`config.mk`:
```
export PLATFORM = sky130hd
export DESIGN_NAME = linear_resampler_downmix_flat
export DESIGN_NICKNAME = d
export VERILOG_FILES = /design/src/hdl/lrd_pkg.sv /design/src/hdl/lrd_in_if.sv /design/src/hdl/lrd_out_if.sv /design/src/hdl/lrd_ctrl.sv /design/src/hdl/lrd_lane.sv /design/src/hdl/lrd_merge.sv /design/src/hdl/linear_resampler_downmix.sv /design/src/flat_wrapper.sv
export SDC_FILE = /design/constraint.sdc
export NUM_CORES = 2
export LEC_CHECK = 0
export ABC_AREA = 1
export BUFFER_PORTS_ARGS = -buffer_cell sky130_fd_sc_hd__buf_2
export CORE_MARGIN = 3
export CORE_UTILIZATION = 37
export CTS_CLUSTER_DIAMETER = 150
export DETAILED_ROUTE_END_ITERATION = 16
export MAX_ROUTING_LAYER = met4
export SYNTH_ARGS = -nofsm -noshare
export SYNTH_HDL_FRONTEND = slang
export SYNTH_SLANG_ARGS = --single-unit
```
`constraint.sdc`:
```
create_clock -name clk_i -period 22.7 [get_ports clk_i]
set_input_delay 3.405 -clock clk_i [delete_from_list [all_inputs] [get_ports clk_i]]
set_output_delay 3.405 -clock clk_i [all_outputs]
set_load 0.02 [all_outputs]
```
`src/hdl/lrd_pkg.sv`:
```
// ----------------------------------------------------------------------------
// lrd_pkg
// Shared widths, defaults, register indexes and types of the linear
// resampler with stereo downmix.
// ----------------------------------------------------------------------------
package lrd_pkg;

  localparam int unsigned SAMPLE_W   = 16;
  localparam int unsigned LEN_IN_W   = 13;
  localparam int unsigned STEP_W     = 21;
  localparam int unsigned CFG_IDX_W  = 2;
  localparam int unsigned CFG_DATA_W = 21;

  localparam int unsigned MAX_BLOCK_FRAMES_DEF = 4096;
  localparam int unsigned PHASE_FRAC_BITS_DEF  = 16;
  localparam int unsigned OUT_CAP              = 32;

  localparam logic [STEP_W-1:0] STEP_RESET = 21'd65536;

  typedef enum logic [CFG_IDX_W-1:0] {
    CFG_PHASE_STEP  = 2'd0,
    CFG_RESAMPLE_EN = 2'd1,
    CFG_STEREO_MODE = 2'd2
  } cfg_idx_e;

  typedef logic signed [SAMPLE_W-1:0] sample_t;

  typedef struct packed {
    logic valid;
    logic last;
  } issue_t;

endpackage

```
`src/hdl/lrd_in_if.sv`:
```
// ----------------------------------------------------------------------------
// lrd_in_if
// Input frame channel: one stereo or mono frame and its block length.
// ----------------------------------------------------------------------------
interface lrd_in_if;
  logic                          valid;
  logic                          ready;
  lrd_pkg::sample_t              left_sample;
  lrd_pkg::sample_t              right_sample;
  logic [lrd_pkg::LEN_IN_W-1:0]  block_length;

  modport source (output valid, left_sample, right_sample, block_length, input ready);
  modport sink   (input valid, left_sample, right_sample, block_length, output ready);
endinterface

```
`src/hdl/lrd_out_if.sv`:
```
// ----------------------------------------------------------------------------
// lrd_out_if
// Output sample channel: one mono sample and the end-of-run flag.
// ----------------------------------------------------------------------------
interface lrd_out_if;
  logic             valid;
  logic             ready;
  lrd_pkg::sample_t out_sample;
  logic             last_of_run;

  modport source (output valid, out_sample, last_of_run, input ready);
  modport sink   (input valid, out_sample, last_of_run, output ready);
endinterface

```
`src/hdl/lrd_ctrl.sv`:
```
// ----------------------------------------------------------------------------
// lrd_ctrl
// Position sequencer: takes a frame, walks the output positions that fall
// on it and issues the lanes one interpolation request per unstalled cycle.
// ----------------------------------------------------------------------------
module lrd_ctrl #(
  parameter int unsigned MAX_BLOCK_FRAMES = lrd_pkg::MAX_BLOCK_FRAMES_DEF,
  parameter int unsigned PHASE_FRAC_BITS  = lrd_pkg::PHASE_FRAC_BITS_DEF
) (
  input  logic                          clk_i,
  input  logic                          rst_ni,
  lrd_in_if.sink                        in_ch,
  input  logic                          adv_i,
  input  logic [lrd_pkg::STEP_W-1:0]    step_i,
  input  logic                          resample_en_i,
  output lrd_pkg::issue_t               issue_o,
  output lrd_pkg::sample_t              l_a_o,
  output lrd_pkg::sample_t              l_b_o,
  output lrd_pkg::sample_t              r_a_o,
  output lrd_pkg::sample_t              r_b_o,
  output logic [PHASE_FRAC_BITS-1:0]    frac_o
);

  localparam int unsigned IDX_W = $clog2(MAX_BLOCK_FRAMES);
  localparam int unsigned LEN_W = IDX_W + 1;
  localparam int unsigned POS_W = LEN_W + PHASE_FRAC_BITS;
  localparam int unsigned SUM_W = ((POS_W > lrd_pkg::STEP_W) ? POS_W : lrd_pkg::STEP_W) + 2;
  localparam int unsigned CMP_W = (LEN_W > lrd_pkg::LEN_IN_W) ? LEN_W : lrd_pkg::LEN_IN_W;
  localparam int unsigned CNT_W = $clog2(lrd_pkg::OUT_CAP + 1);

  typedef enum logic {ST_IDLE, ST_RUN} state_e;

  state_e               state_q;
  logic                 pass_q;
  logic                 last_blk_q;
  logic [CNT_W-1:0]     cnt_q;
  logic [IDX_W-1:0]     frame_idx_q;
  logic [IDX_W-1:0]     cur_q;
  logic [POS_W-1:0]     opos_q;
  logic [POS_W-1:0]     pos_q;
  logic [SUM_W-1:0]     sum_q;
  logic [LEN_W-1:0]     len_q;
  lrd_pkg::sample_t     l_q, r_q, prev_l_q, prev_r_q;

  logic [lrd_pkg::STEP_W-1:0] smin, step_eff;
  logic [SUM_W-1:0]     step_s, sum2, limit_s, start_sum;
  logic [CMP_W-1:0]     len_x;
  logic [LEN_W-1:0]     len_eff;
  logic [POS_W-1:0]     top, base, limit, start_pos, frac_full;
  logic                 accept, interp, interp2, emit, emit2, step_now, finish;

  assign smin     = lrd_pkg::STEP_W'(1) << (PHASE_FRAC_BITS - 4);
  assign step_eff = (step_i < smin) ? smin : step_i;
  assign step_s   = SUM_W'(step_eff);

  always_comb begin
    len_x = CMP_W'(in_ch.block_length);
    if (len_x == '0) begin
      len_x = CMP_W'(1);
    end else if (len_x > CMP_W'(MAX_BLOCK_FRAMES)) begin
      len_x = CMP_W'(MAX_BLOCK_FRAMES);
    end
    len_eff = LEN_W'(len_x);
  end

  assign in_ch.ready = (state_q == ST_IDLE);
  assign accept      = in_ch.valid && in_ch.ready;

  assign start_pos = (frame_idx_q == '0) ? '0 : opos_q;
  assign start_sum = SUM_W'(start_pos) + step_s;

  assign top     = POS_W'(cur_q) << PHASE_FRAC_BITS;
  assign base    = POS_W'(cur_q - IDX_W'(1)) << PHASE_FRAC_BITS;
  assign limit   = POS_W'(len_q) << PHASE_FRAC_BITS;
  assign limit_s = SUM_W'(limit);
  assign sum2    = sum_q + step_s;

  assign interp  = (cur_q != '0) && (pos_q < top);
  assign interp2 = (cur_q != '0) && (sum_q < SUM_W'(top));
  assign emit    = (cnt_q < CNT_W'(lrd_pkg::OUT_CAP)) && (sum_q <= limit_s)
                   && (interp || last_blk_q);
  assign emit2   = ((cnt_q + CNT_W'(1)) < CNT_W'(lrd_pkg::OUT_CAP)) && (sum2 <= limit_s)
                   && (interp2 || last_blk_q);

  assign step_now = (state_q == ST_RUN) && adv_i;
  assign finish   = step_now && (pass_q || !emit || !emit2);

  assign frac_full = (pos_q >= base) ? (pos_q - base) : '0;

  assign issue_o.valid = step_now && (pass_q || emit);
  assign issue_o.last  = pass_q || !emit2;

  always_comb begin
    if (pass_q || !interp) begin
      l_a_o  = l_q;
      r_a_o  = r_q;
      frac_o = '0;
    end else begin
      l_a_o  = prev_l_q;
      r_a_o  = prev_r_q;
      frac_o = frac_full[PHASE_FRAC_BITS-1:0];
    end
  end
  assign l_b_o = l_q;
  assign r_b_o = r_q;

  always_ff @(posedge clk_i or negedge rst_ni) begin
    if (!rst_ni) begin
      state_q     <= ST_IDLE;
      pass_q      <= 1'b0;
      last_blk_q  <= 1'b0;
      cnt_q       <= '0;
      frame_idx_q <= '0;
      opos_q      <= '0;
      prev_l_q    <= '0;
      prev_r_q    <= '0;
    end else begin
      case (state_q)
        ST_IDLE: begin
          if (accept) begin
            state_q    <= ST_RUN;
            pass_q     <= !resample_en_i;
            last_blk_q <= (LEN_W'(frame_idx_q) + LEN_W'(1)) >= len_eff;
            cnt_q      <= '0;
          end
        end
        ST_RUN: begin
          if (step_now && !pass_q && emit) begin
            cnt_q <= cnt_q + CNT_W'(1);
          end
          if (finish) begin
            state_q  <= ST_IDLE;
            prev_l_q <= l_q;
            prev_r_q <= r_q;
            if (pass_q || last_blk_q) begin
              frame_idx_q <= '0;
              opos_q      <= '0;
            end else begin
              frame_idx_q <= cur_q + IDX_W'(1);
              opos_q      <= emit ? POS_W'(sum_q) : pos_q;
            end
          end
        end
        default: state_q <= ST_IDLE;
      endcase
    end
  end

  always_ff @(posedge clk_i) begin
    if (accept) begin
      l_q   <= in_ch.left_sample;
      r_q   <= in_ch.right_sample;
      len_q <= len_eff;
      cur_q <= frame_idx_q;
      pos_q <= start_pos;
      sum_q <= start_sum;
    end else if (step_now && emit) begin
      pos_q <= POS_W'(sum_q);
      sum_q <= sum2;
    end
  end

endmodule

```
`src/hdl/lrd_lane.sv`:
```
// ----------------------------------------------------------------------------
// lrd_lane
// One channel's interpolator: registered (b - a) * frac, then
// a + product scaled down with truncation toward zero.
// ----------------------------------------------------------------------------
module lrd_lane #(
  parameter int unsigned PHASE_FRAC_BITS = lrd_pkg::PHASE_FRAC_BITS_DEF
) (
  input  logic                       clk_i,
  input  logic                       en_i,
  input  lrd_pkg::sample_t           a_i,
  input  lrd_pkg::sample_t           b_i,
  input  logic [PHASE_FRAC_BITS-1:0] frac_i,
  output lrd_pkg::sample_t           y_o
);

  localparam int unsigned DIFF_W = lrd_pkg::SAMPLE_W + 1;
  localparam int unsigned PROD_W = DIFF_W + PHASE_FRAC_BITS + 1;
  localparam int unsigned NUM_W  = PROD_W + 1;

  logic signed [DIFF_W-1:0]          diff;
  logic signed [PHASE_FRAC_BITS:0]   frac_s;
  logic signed [PROD_W-1:0]          prod_d, prod_q;
  lrd_pkg::sample_t                  a_q;
  logic signed [NUM_W-1:0]           num, adj, bias, shifted;

  assign diff   = DIFF_W'(b_i) - DIFF_W'(a_i);
  assign frac_s = $signed({1'b0, frac_i});
  assign prod_d = diff * frac_s;

  always_ff @(posedge clk_i) begin
    if (en_i) begin
      prod_q <= prod_d;
      a_q    <= a_i;
    end
  end

  assign bias    = $signed({{(NUM_W - PHASE_FRAC_BITS){1'b0}}, {PHASE_FRAC_BITS{1'b1}}});
  assign num     = (NUM_W'(a_q) <<< PHASE_FRAC_BITS) + NUM_W'(prod_q);
  assign adj     = num[NUM_W-1] ? (num + bias) : num;
  assign shifted = adj >>> PHASE_FRAC_BITS;
  assign y_o     = shifted[lrd_pkg::SAMPLE_W-1:0];

endmodule

```
`src/hdl/lrd_merge.sv`:
```
// ----------------------------------------------------------------------------
// lrd_merge
// Merge stage: averages the two lanes in stereo mode, tracks the request
// through the lane stage and holds the result in the output register.
// ----------------------------------------------------------------------------
module lrd_merge (
  input  logic             clk_i,
  input  logic             rst_ni,
  input  lrd_pkg::issue_t  issue_i,
  input  logic             stereo_i,
  input  lrd_pkg::sample_t left_i,
  input  lrd_pkg::sample_t right_i,
  output logic             adv_o,
  lrd_out_if.source        out_ch
);

  localparam int unsigned SUM_W = lrd_pkg::SAMPLE_W + 1;

  logic             s1_valid_q, s1_last_q;
  logic             out_valid_q, out_last_q;
  lrd_pkg::sample_t out_sample_q, mixed;
  logic signed [SUM_W-1:0] pair_sum, pair_adj, pair_half;

  assign adv_o = !out_valid_q || out_ch.ready;

  assign pair_sum  = SUM_W'(left_i) + SUM_W'(right_i);
  assign pair_adj  = pair_sum[SUM_W-1] ? (pair_sum + SUM_W'(1)) : pair_sum;
  assign pair_half = pair_adj >>> 1;
  assign mixed     = stereo_i ? pair_half[lrd_pkg::SAMPLE_W-1:0] : left_i;

  always_ff @(posedge clk_i or negedge rst_ni) begin
    if (!rst_ni) begin
      s1_valid_q  <= 1'b0;
      out_valid_q <= 1'b0;
    end else if (adv_o) begin
      s1_valid_q  <= issue_i.valid;
      out_valid_q <= s1_valid_q;
    end
  end

  always_ff @(posedge clk_i) begin
    if (adv_o) begin
      s1_last_q    <= issue_i.last;
      out_last_q   <= s1_last_q;
      out_sample_q <= mixed;
    end
  end

  assign out_ch.valid       = out_valid_q;
  assign out_ch.out_sample  = out_sample_q;
  assign out_ch.last_of_run = out_last_q;

endmodule

```
`src/hdl/linear_resampler_downmix.sv`:
```
// ----------------------------------------------------------------------------
// linear_resampler_downmix
// Linear-interpolation sample-rate converter with stereo-to-mono downmix,
// built from a position sequencer, a left and a right lane and a merge stage.
// ----------------------------------------------------------------------------
//  channel   direction  payload                                     handshake
//  in_ch     sink       left_sample, right_sample, block_length     valid/ready
//  out_ch    source     out_sample, last_of_run                     valid/ready
//  cfg       write      cfg_idx_i, cfg_data_i                       cfg_we_i
//
//  The sequencer takes a frame only while idle, then issues one output per
//  unstalled cycle, 0 to 32 of them, and takes no new frame until it is done.
//  Each output passes the lane multiply register and the output register.
//  A stalled output register holds the whole lane pipeline and the sequencer.
//  Reset clears all control state and the previous-frame samples at once.
// ----------------------------------------------------------------------------
module linear_resampler_downmix #(
  parameter int unsigned MAX_BLOCK_FRAMES = lrd_pkg::MAX_BLOCK_FRAMES_DEF,
  parameter int unsigned PHASE_FRAC_BITS  = lrd_pkg::PHASE_FRAC_BITS_DEF
) (
  input  logic                            clk_i,
  input  logic                            rst_ni,
  input  logic                            cfg_we_i,
  input  logic [lrd_pkg::CFG_IDX_W-1:0]   cfg_idx_i,
  input  logic [lrd_pkg::CFG_DATA_W-1:0]  cfg_data_i,
  lrd_in_if.sink                          in_ch,
  lrd_out_if.source                       out_ch
);

  logic [lrd_pkg::STEP_W-1:0] phase_step_q;
  logic                       resample_en_q;
  logic                       stereo_mode_q;

  lrd_pkg::issue_t            issue;
  logic                       adv;
  lrd_pkg::sample_t           l_a, l_b, r_a, r_b, left_y, right_y;
  logic [PHASE_FRAC_BITS-1:0] frac;

  always_ff @(posedge clk_i or negedge rst_ni) begin
    if (!rst_ni) begin
      phase_step_q  <= lrd_pkg::STEP_RESET;
      resample_en_q <= 1'b0;
      stereo_mode_q <= 1'b0;
    end else if (cfg_we_i) begin
      case (cfg_idx_i)
        lrd_pkg::CFG_PHASE_STEP:  phase_step_q  <= cfg_data_i[lrd_pkg::STEP_W-1:0];
        lrd_pkg::CFG_RESAMPLE_EN: resample_en_q <= cfg_data_i[0];
        lrd_pkg::CFG_STEREO_MODE: stereo_mode_q <= cfg_data_i[0];
        default: ;
      endcase
    end
  end

  lrd_ctrl #(
    .MAX_BLOCK_FRAMES (MAX_BLOCK_FRAMES),
    .PHASE_FRAC_BITS  (PHASE_FRAC_BITS)
  ) u_ctrl (
    .clk_i         (clk_i),
    .rst_ni        (rst_ni),
    .in_ch         (in_ch),
    .adv_i         (adv),
    .step_i        (phase_step_q),
    .resample_en_i (resample_en_q),
    .issue_o       (issue),
    .l_a_o         (l_a),
    .l_b_o         (l_b),
    .r_a_o         (r_a),
    .r_b_o         (r_b),
    .frac_o        (frac)
  );

  lrd_lane #(.PHASE_FRAC_BITS(PHASE_FRAC_BITS)) u_lane_left (
    .clk_i  (clk_i),
    .en_i   (adv),
    .a_i    (l_a),
    .b_i    (l_b),
    .frac_i (frac),
    .y_o    (left_y)
  );

  lrd_lane #(.PHASE_FRAC_BITS(PHASE_FRAC_BITS)) u_lane_right (
    .clk_i  (clk_i),
    .en_i   (adv),
    .a_i    (r_a),
    .b_i    (r_b),
    .frac_i (frac),
    .y_o    (right_y)
  );

  lrd_merge u_merge (
    .clk_i    (clk_i),
    .rst_ni   (rst_ni),
    .issue_i  (issue),
    .stereo_i (stereo_mode_q),
    .left_i   (left_y),
    .right_i  (right_y),
    .adv_o    (adv),
    .out_ch   (out_ch)
  );

  a_issue_not_idle: assert property (@(posedge clk_i) disable iff (!rst_ni)
    issue.valid |-> !in_ch.ready)
    else $error("request issued while sequencer idle");

  a_issue_only_on_advance: assert property (@(posedge clk_i) disable iff (!rst_ni)
    issue.valid |-> adv)
    else $error("request issued into stalled pipeline");

  a_busy_after_accept: assert property (@(posedge clk_i) disable iff (!rst_ni)
    (in_ch.valid && in_ch.ready) |=> !in_ch.ready)
    else $error("second frame taken while first still in work");

endmodule

```
`src/flat_wrapper.sv`:
```
// flat-port wrapper written by rule: the top's interface ports become plain ports
module linear_resampler_downmix_flat 
#(
  parameter int unsigned MAX_BLOCK_FRAMES = lrd_pkg::MAX_BLOCK_FRAMES_DEF,
  parameter int unsigned PHASE_FRAC_BITS  = lrd_pkg::PHASE_FRAC_BITS_DEF
)
  (clk_i, rst_ni, cfg_we_i, cfg_idx_i, cfg_data_i, in_ch_valid, in_ch_left_sample, in_ch_right_sample, in_ch_block_length, in_ch_ready, out_ch_valid, out_ch_out_sample, out_ch_last_of_run, out_ch_ready);
  lrd_in_if in_ch_i ();
  lrd_out_if out_ch_i ();
  input  logic clk_i;
  input  logic rst_ni;
  input  logic cfg_we_i;
  input  logic [lrd_pkg::CFG_IDX_W-1:0] cfg_idx_i;
  input  logic [lrd_pkg::CFG_DATA_W-1:0] cfg_data_i;
  input wire logic [$bits(in_ch_i.valid)-1:0] in_ch_valid;
  input wire logic [$bits(in_ch_i.left_sample)-1:0] in_ch_left_sample;
  input wire logic [$bits(in_ch_i.right_sample)-1:0] in_ch_right_sample;
  input wire logic [$bits(in_ch_i.block_length)-1:0] in_ch_block_length;
  output wire logic [$bits(in_ch_i.ready)-1:0] in_ch_ready;
  output wire logic [$bits(out_ch_i.valid)-1:0] out_ch_valid;
  output wire logic [$bits(out_ch_i.out_sample)-1:0] out_ch_out_sample;
  output wire logic [$bits(out_ch_i.last_of_run)-1:0] out_ch_last_of_run;
  input wire logic [$bits(out_ch_i.ready)-1:0] out_ch_ready;
  assign in_ch_i.valid = in_ch_valid;
  assign in_ch_i.left_sample = in_ch_left_sample;
  assign in_ch_i.right_sample = in_ch_right_sample;
  assign in_ch_i.block_length = in_ch_block_length;
  assign in_ch_ready = in_ch_i.ready;
  assign out_ch_valid = out_ch_i.valid;
  assign out_ch_out_sample = out_ch_i.out_sample;
  assign out_ch_last_of_run = out_ch_i.last_of_run;
  assign out_ch_i.ready = out_ch_ready;
  linear_resampler_downmix #(.MAX_BLOCK_FRAMES(MAX_BLOCK_FRAMES), .PHASE_FRAC_BITS(PHASE_FRAC_BITS)) u_core (.clk_i(clk_i), .rst_ni(rst_ni), .cfg_we_i(cfg_we_i), .cfg_idx_i(cfg_idx_i), .cfg_data_i(cfg_data_i), .in_ch(in_ch_i), .out_ch(out_ch_i));
endmodule
```
# == Yosys cells after proc, flatten, opt, wreduce, memory -nomap -nowiden ==
# Cells that the tools add are included.
# classes
addsub,15
eq_ne,4
bitwise,1
n_mux,25
n_reduce_logical,39
order_cmp,10
multipliers,2
# ops
op,n
2-to-1 mux 29 bit,5
2-to-1 mux 16 bit,5
adder 32 x 34 -> 35 bit,2
multiplier 17 x 17 -> 34 bit,2
"adder 32 x 17 -> 32 bit, second input constant",2
2-to-1 mux 32 bit,2
less-or-equal comparator 31 x 29 -> 1 bit,2
2-to-1 mux 31 bit,2
subtractor 16 x 16 -> 17 bit,2
adder 31 x 21 -> 31 bit,1
less-than comparator 31 x 28 -> 1 bit,1
adder 29 x 21 -> 30 bit,1
greater-or-equal comparator 29 bit,1
less-than comparator 29 x 28 -> 1 bit,1
2-to-1 mux 13 bit,2
"less-than comparator 21 x 13 -> 1 bit, second input constant",1
2-to-1 mux 21 bit,1
adder 16 x 16 -> 17 bit,1
"adder 17 x 2 -> 17 bit, second input constant",1
2-to-1 mux 17 bit,1
"subtractor 16 x 1 -> 16 bit, second input constant",1
"adder 12 x 1 -> 13 bit, second input constant",1
greater-or-equal comparator 13 bit,1
"greater-than comparator 13 bit, second input constant",1
22 further kinds,56
# word_totals
word_cells,122
in_bits,73
output_inout_bits,19
register_bits,342

# == Longest topological paths before layout ==
# depth
ltp_word,11
ltp_mapped,50
depth_no_buf,48

# == Modules after synthesis ==
# From an unflattened synthesis, not the netlist that was laid out.
# hier_totals
cells_unflattened,6014
area_unflattened_um2,46724.8
# by_module_without_submodules
module,cells_per_inst,instances,seq_area_each_um2,area_per_inst_um2
lrd_ctrl,1963,1,5565.3,14493.9
lrd_lane at u_core.u_lane_left,1806,1,1501.4,14485.1
lrd_lane at u_core.u_lane_right,1781,1,1501.4,14453.9
lrd_merge,359,1,590.6,2337.2
linear_resampler_downmix,105,1,576.8,954.7

# == Least setup slack after synthesis ==
# No wires, ideal clock.
# synth_path
path_kind,reg2reg
from,register u_core.u_ctrl.cur_q[8]
to,"register u_core.u_lane_right.prod_q[32], data pin"
n_path_buf,4
path_stages_with_launch,45
required_ns,22.434
t_arrival_ns,8.519
setup_time_ns,0.266
slack_ns,13.916
synth_period_minus_slack_ns,8.784
cell_sequence,edfxtp_1 -> inv_1 -> ha_1 -> nand2_1 -> inv_1 -> nand2_1 -> nand2_1 -> nand2_1 -> inv_1 -> nor2_1 -> nand3_2 -> inv_2 -> buf_2 -> clkbuf_1 -> o21ai_0 -> ha_1 -> fa_1 -> nand3b_1 -> [... 9 more ...] -> nor2_4 -> fa_1 -> fa_1 -> clkbuf_1 -> inv_1 -> fa_1 -> fa_1 -> inv_1 -> fa_1 -> inv_1 -> fa_1 -> inv_1 -> ha_1 -> nand2_1 -> inv_1 -> a221oi_1 -> o2111ai_1 -> xor2_1
# synth_between
elab_chain_cells,7
word_cells_on_any_way,12
classes_between,add/sub: 2; mul: 1; order compare: 2; mux: 3; reduce/logical: 4
# synth_rtl
element,line_no,rtl
from (decl),lrd_ctrl.sv:38,logic [IDX_W-1:0] cur_q;
from (signal assigned),lrd_ctrl.sv:154,cur_q <= frame_idx_q;
less-than comparator 29 x 28 -> 1 bit or nonzero test 12 bit (tied branches),lrd_ctrl.sv:78,assign interp = (cur_q != '0) && (pos_q < top);
logical AND 1 bit (*),lrd_ctrl.sv:78,
logical NOT 1 bit (*),lrd_ctrl.sv:94,if (pass_q || !interp) begin
logical OR 1 bit (*),lrd_ctrl.sv:94,
2-to-1 mux 16 bit (*),lrd_ctrl.sv:94,
net u_core.r_a[0],linear_resampler_downmix.sv:36,"lrd_pkg::sample_t l_a, l_b, r_a, r_b, left_y, right_y;"
subtractor 16 x 16 -> 17 bit (*),lrd_lane.sv:27,assign diff = DIFF_W'(b_i) - DIFF_W'(a_i);
multiplier 17 x 17 -> 34 bit (*),lrd_lane.sv:29,assign prod_d = diff * frac_s;
net u_core.u_lane_right.prod_d[32],lrd_lane.sv:23,"logic signed [PROD_W-1:0] prod_d, prod_q;"
to (signal assigned),lrd_lane.sv:33,prod_q <= prod_d;
to (decl),lrd_lane.sv:23,
# The timed path passes the listed nets; every way through them passes the cells marked *.
# A chain may end at the register's enable or synchronous reset.

# == Final worst setup path ==
# layout_path
from,register u_core.u_ctrl.cur_q[8]
to,"register u_core.u_lane_right.prod_q[33], data pin"
# Same word-level chain as after synthesis.

==> results.cfg <==
[clocking]
cts-htree-levels = 2
cts_resized = 0
cts_tree = built
cts.path.max_buffers = 3
path_clk_slew_ns = 0.06
cts_root_buf = clkbuf_16
cts.sinks = 342
holdBufCountCts = 0
clock_latency_ns = 0.64
postCtsSetupRepairBufs = 0
numCtsBuffers = 47

[sta]
slew_headroom = 0.2799
setup_tns_ns = 0
max_freq_mhz = 91.61
fin_crit_sh = 0.4809
fin_crit_ns = 10.92
clock_skew_ns = 0.03815
hold_violations = 0
finalSetupViolCount = 0
rsz0062_at_grt = false
drv_slew = 0
worst-slew-pin-transition_ns = 1.079

[global_routing]
grt_overflow = 0
antenna_found_initial = 6
grt_max_degree = 85
grt_pass1_wl_mm = 213.3
grt_util_all_layers = 0.2194
grtUsageMet3 = 0.04181
met1_usage = 0.2849
top_usage_layer = met2
grt_pass1_vias = 37550
use_met2 = 0.3546

[floorplan]
ios = 92
die_area_um2 = 128000
die_w_um = 357.8
fp-row-count = 128
fp.dieH_um = 357.8
initial_core_util = 0.3743
core_area_um2 = 122400

[synthesis]
synth_mux_area_frac = 0.002431
synth_compound_area_frac = 0.06672
synth_area_per_cell_um2 = 8.146
synth_cells = 5622
synth-simple-area-share = 0.2190
synth_xor_xnor_area_share = 0.04431
synth.ff_latch_count = 342
synth-main-ff-cell = edfxtp_1
synth_async_sr_flop_share = 0.3129
synth_fp_nets = 6621
synthDistinctLibCells = 68
synth_top_family_by_area = adder cells
yosysWarnings = 0
yosysSeqAreaShare = 0.2126
synth_area_um2 = 45800
synth_enable_flop_cells = 235
synthAdderAreaFrac = 0.3436

[drt]
ant_nets = 0
vias = 37010
wirelength_mm = 135.0
drc = 0
dr.pass1.iters = 6
avgRoutedWirePerCell_um = 18.44
viasPerCell = 5.055
drt_iter0_markers = 2440

[worst_setup_path]
worstSetupStartpointType = flip-flop
crit_buf_inv = 7
required_ns = 23.05
crit_path_start = u_core.u_ctrl.cur_q[8]$_DFFE_PP_
max_stage_delay_ns = 0.59
critPathKind = flip-flop to flip-flop
worstSetupEndpointType = flip-flop
critPathSlowestCell = inv_2
cp_common_cell = fa_1
crit_arrival_ns = 11.27
crit_family = adder cells
r2r_start = u_core.u_ctrl.cur_q[8]$_DFFE_PP_
crit_fanout = 43

[min_path]
hold_path.startpoint = u_core.u_merge.s1_last_q$_DFFE_PN_
hp-class = flip-flop to flip-flop

[placement]
port-buffer-count = 91
hpwl_mm = 109.1
routabilityCongestion = 0.9285

[job]
maxCapViolations = 0

[final_layout]
nNetsFinal = 6654
drive_gt1_frac = 0.06937
fillers = 12510
finish.utilization = 0.4048
syn2layout_area_growth_pct = 8.161

[run_status]
status = complete, no violations
[placed cells by master (no fill, tap or decap), types with 18 or more instances in the layout]
cell type	count
inv_1	1164
or2_2	33
buf_2	90
nand2_2	30
nand3_1	353
nand2_4	18
nor2_1	566
xnor2_1	69
dfrtp_1	106
fa_1	553
edfxtp_1	235
nor4_1	23
nor2_2	23
ha_1	373
xor2_1	147
nand2_1	1002
nand4_1	63
o21ai_0	191
nor3_1	64
clkbuf_16	48
o21bai_1	21
buf_4	37
a21oi_1	238
[worst paths after layout]
| check | endpoint | slack (ns) | cells after the start |
|---|---|---|---|
| max | u_core.u_lane_right.prod_q[33]$_DFFE_PN_ | 11.78 | 39 |
| max reg2reg | u_core.u_lane_right.prod_q[33]$_DFFE_PN_ | 11.78 | 39 |
| min in group asynchronous | u_core.phase_step_q[8]$_DFFE_PN0P_ | 2.81 | 1 |
| min | u_core.u_merge.out_ch.last_of_run$_DFFE_PN_ | 0.44 | 0 |
| max in group asynchronous | u_core.u_ctrl.prev_r_q[3]$_DFFE_PN0P_ | 18.51 | 2 |
| min reg2reg | u_core.u_merge.out_ch.last_of_run$_DFFE_PN_ | 0.44 | 0 |
[cells in the mapped netlist (all sizes together), types with 3 or more instances]
master,n,area (um2)
nor3,64,320.3
nor4,23,143.9
o211ai,14,105.1
dfrtp,106,2653
mux2,9,101.4
nand2,1050,4144
inv,1180,4432
fa,553,11070
a211oi,10,75.07
o22ai,5,31.28
or2,35,219.0
buf,63,360.3
nand4,83,696.9
nor3b,11,92.58
xnor2,72,686.9
o21a,13,97.59
a21oi,239,1207
o2111ai,4,35.03
xor2,149,1343
clkbuf,80,300.3
o21bai,21,157.7
a31oi,11,68.82
a31o,3,26.28
o21ai,208,1064
nor2,594,2317
edfxtp,235,7057
a221oi,4,35.03
nand3,368,1932
ha,373,4667
a21o,10,75.07
nand3b,16,136.4
[per-stage QoR]
stage                     std cells  setup WS (ns)  hold slack (ns)  cell area, um2
after detailed placement       7231          11.85           0.4103           47920
after global placement         7231          11.93           0.4184           47920
after global routing           7321          11.05           0.4485           49530
final                          7322          11.78           0.4384           49540
after floorplan                5622          13.92           0.4003           45800
after CTS                      7319          11.81           0.4374           49530
[worst register-to-register path, delay by kind of cell (launching register included)]
kind / cells / cell delay [ns]
adder cells (fa/ha/maj): 10 / 4.38
AND/OR/NAND/NOR: 11 / 2.15
AO/OA/AOI/OAI: 10 / 2.01
buffers and inverters: 7 / 1.45
flip-flops: 1 / 0.49
XOR/XNOR: 1 / 0.16
[layout make-up]
type | count | area, um2 | share of cell area
inverters | 1182 | 4444 | 0.08972
repair buffers | 127 | 728.2 | 0.01470
clock buffers | 59 | 1292 | 0.02609
flip-flops and latches | 342 | 9736 | 0.1965
multi-input cells | 3955 | 30980 | 0.6254
well taps | 1625 | 2033 | 0.04105
clock inverters | 29 | 316.6 | 0.006391
diodes | 3 | 7.507 | 0.0001516
[kinds of logic (layout without fill, tap and decap cells)]
| group | Yosys count | after routing |
|---|---|---|
| muxes | 10 | 10 |
| AOI/OAI and AO/OA | 550 | 550 |
| and+or+nand+nor | 2248 | 2248 |
| xor gates and xnor gates | 221 | 221 |
| other | 0 | 3 |
| adders and majority gates | 926 | 926 |
| DFF | 342 | 342 |
| buffers and inverters | 1325 | 1397 |
[per-layer routing]
metal | vias to the layer above | share of wire | wire length, um
met5 | - | 0 | 0
met2 | 1136 | 0.47 | 62800
met4 | 0 | 0.024 | 3219
met1 | 18020 | 0.44 | 58840
met3 | 171 | 0.075 | 10180
li1 | 17690 | - | -
[registers in the layout, indices dropped and copies added (netlist names), 12 cells and up]
name                              flops
u_core.phase_step_q                  21
u_core.u_ctrl.cur_q                  12
u_core.u_ctrl.frame_idx_q            12
u_core.u_ctrl.l_b_o                  16
u_core.u_ctrl.len_q                  13
u_core.u_ctrl.opos_q                 29
u_core.u_ctrl.pos_q                  29
u_core.u_ctrl.prev_l_q               16
u_core.u_ctrl.prev_r_q               16
u_core.u_ctrl.r_b_o                  16
u_core.u_ctrl.sum_q                  31
u_core.u_lane_left.a_q               16
u_core.u_lane_left.prod_q            34
u_core.u_lane_right.a_q              16
u_core.u_lane_right.prod_q           34
u_core.u_merge.out_ch.out_sample     16
Power is left out: the tool's default activity adds up to more than one toggle a clock period on the data nets, which glitch-free logic cannot reach.
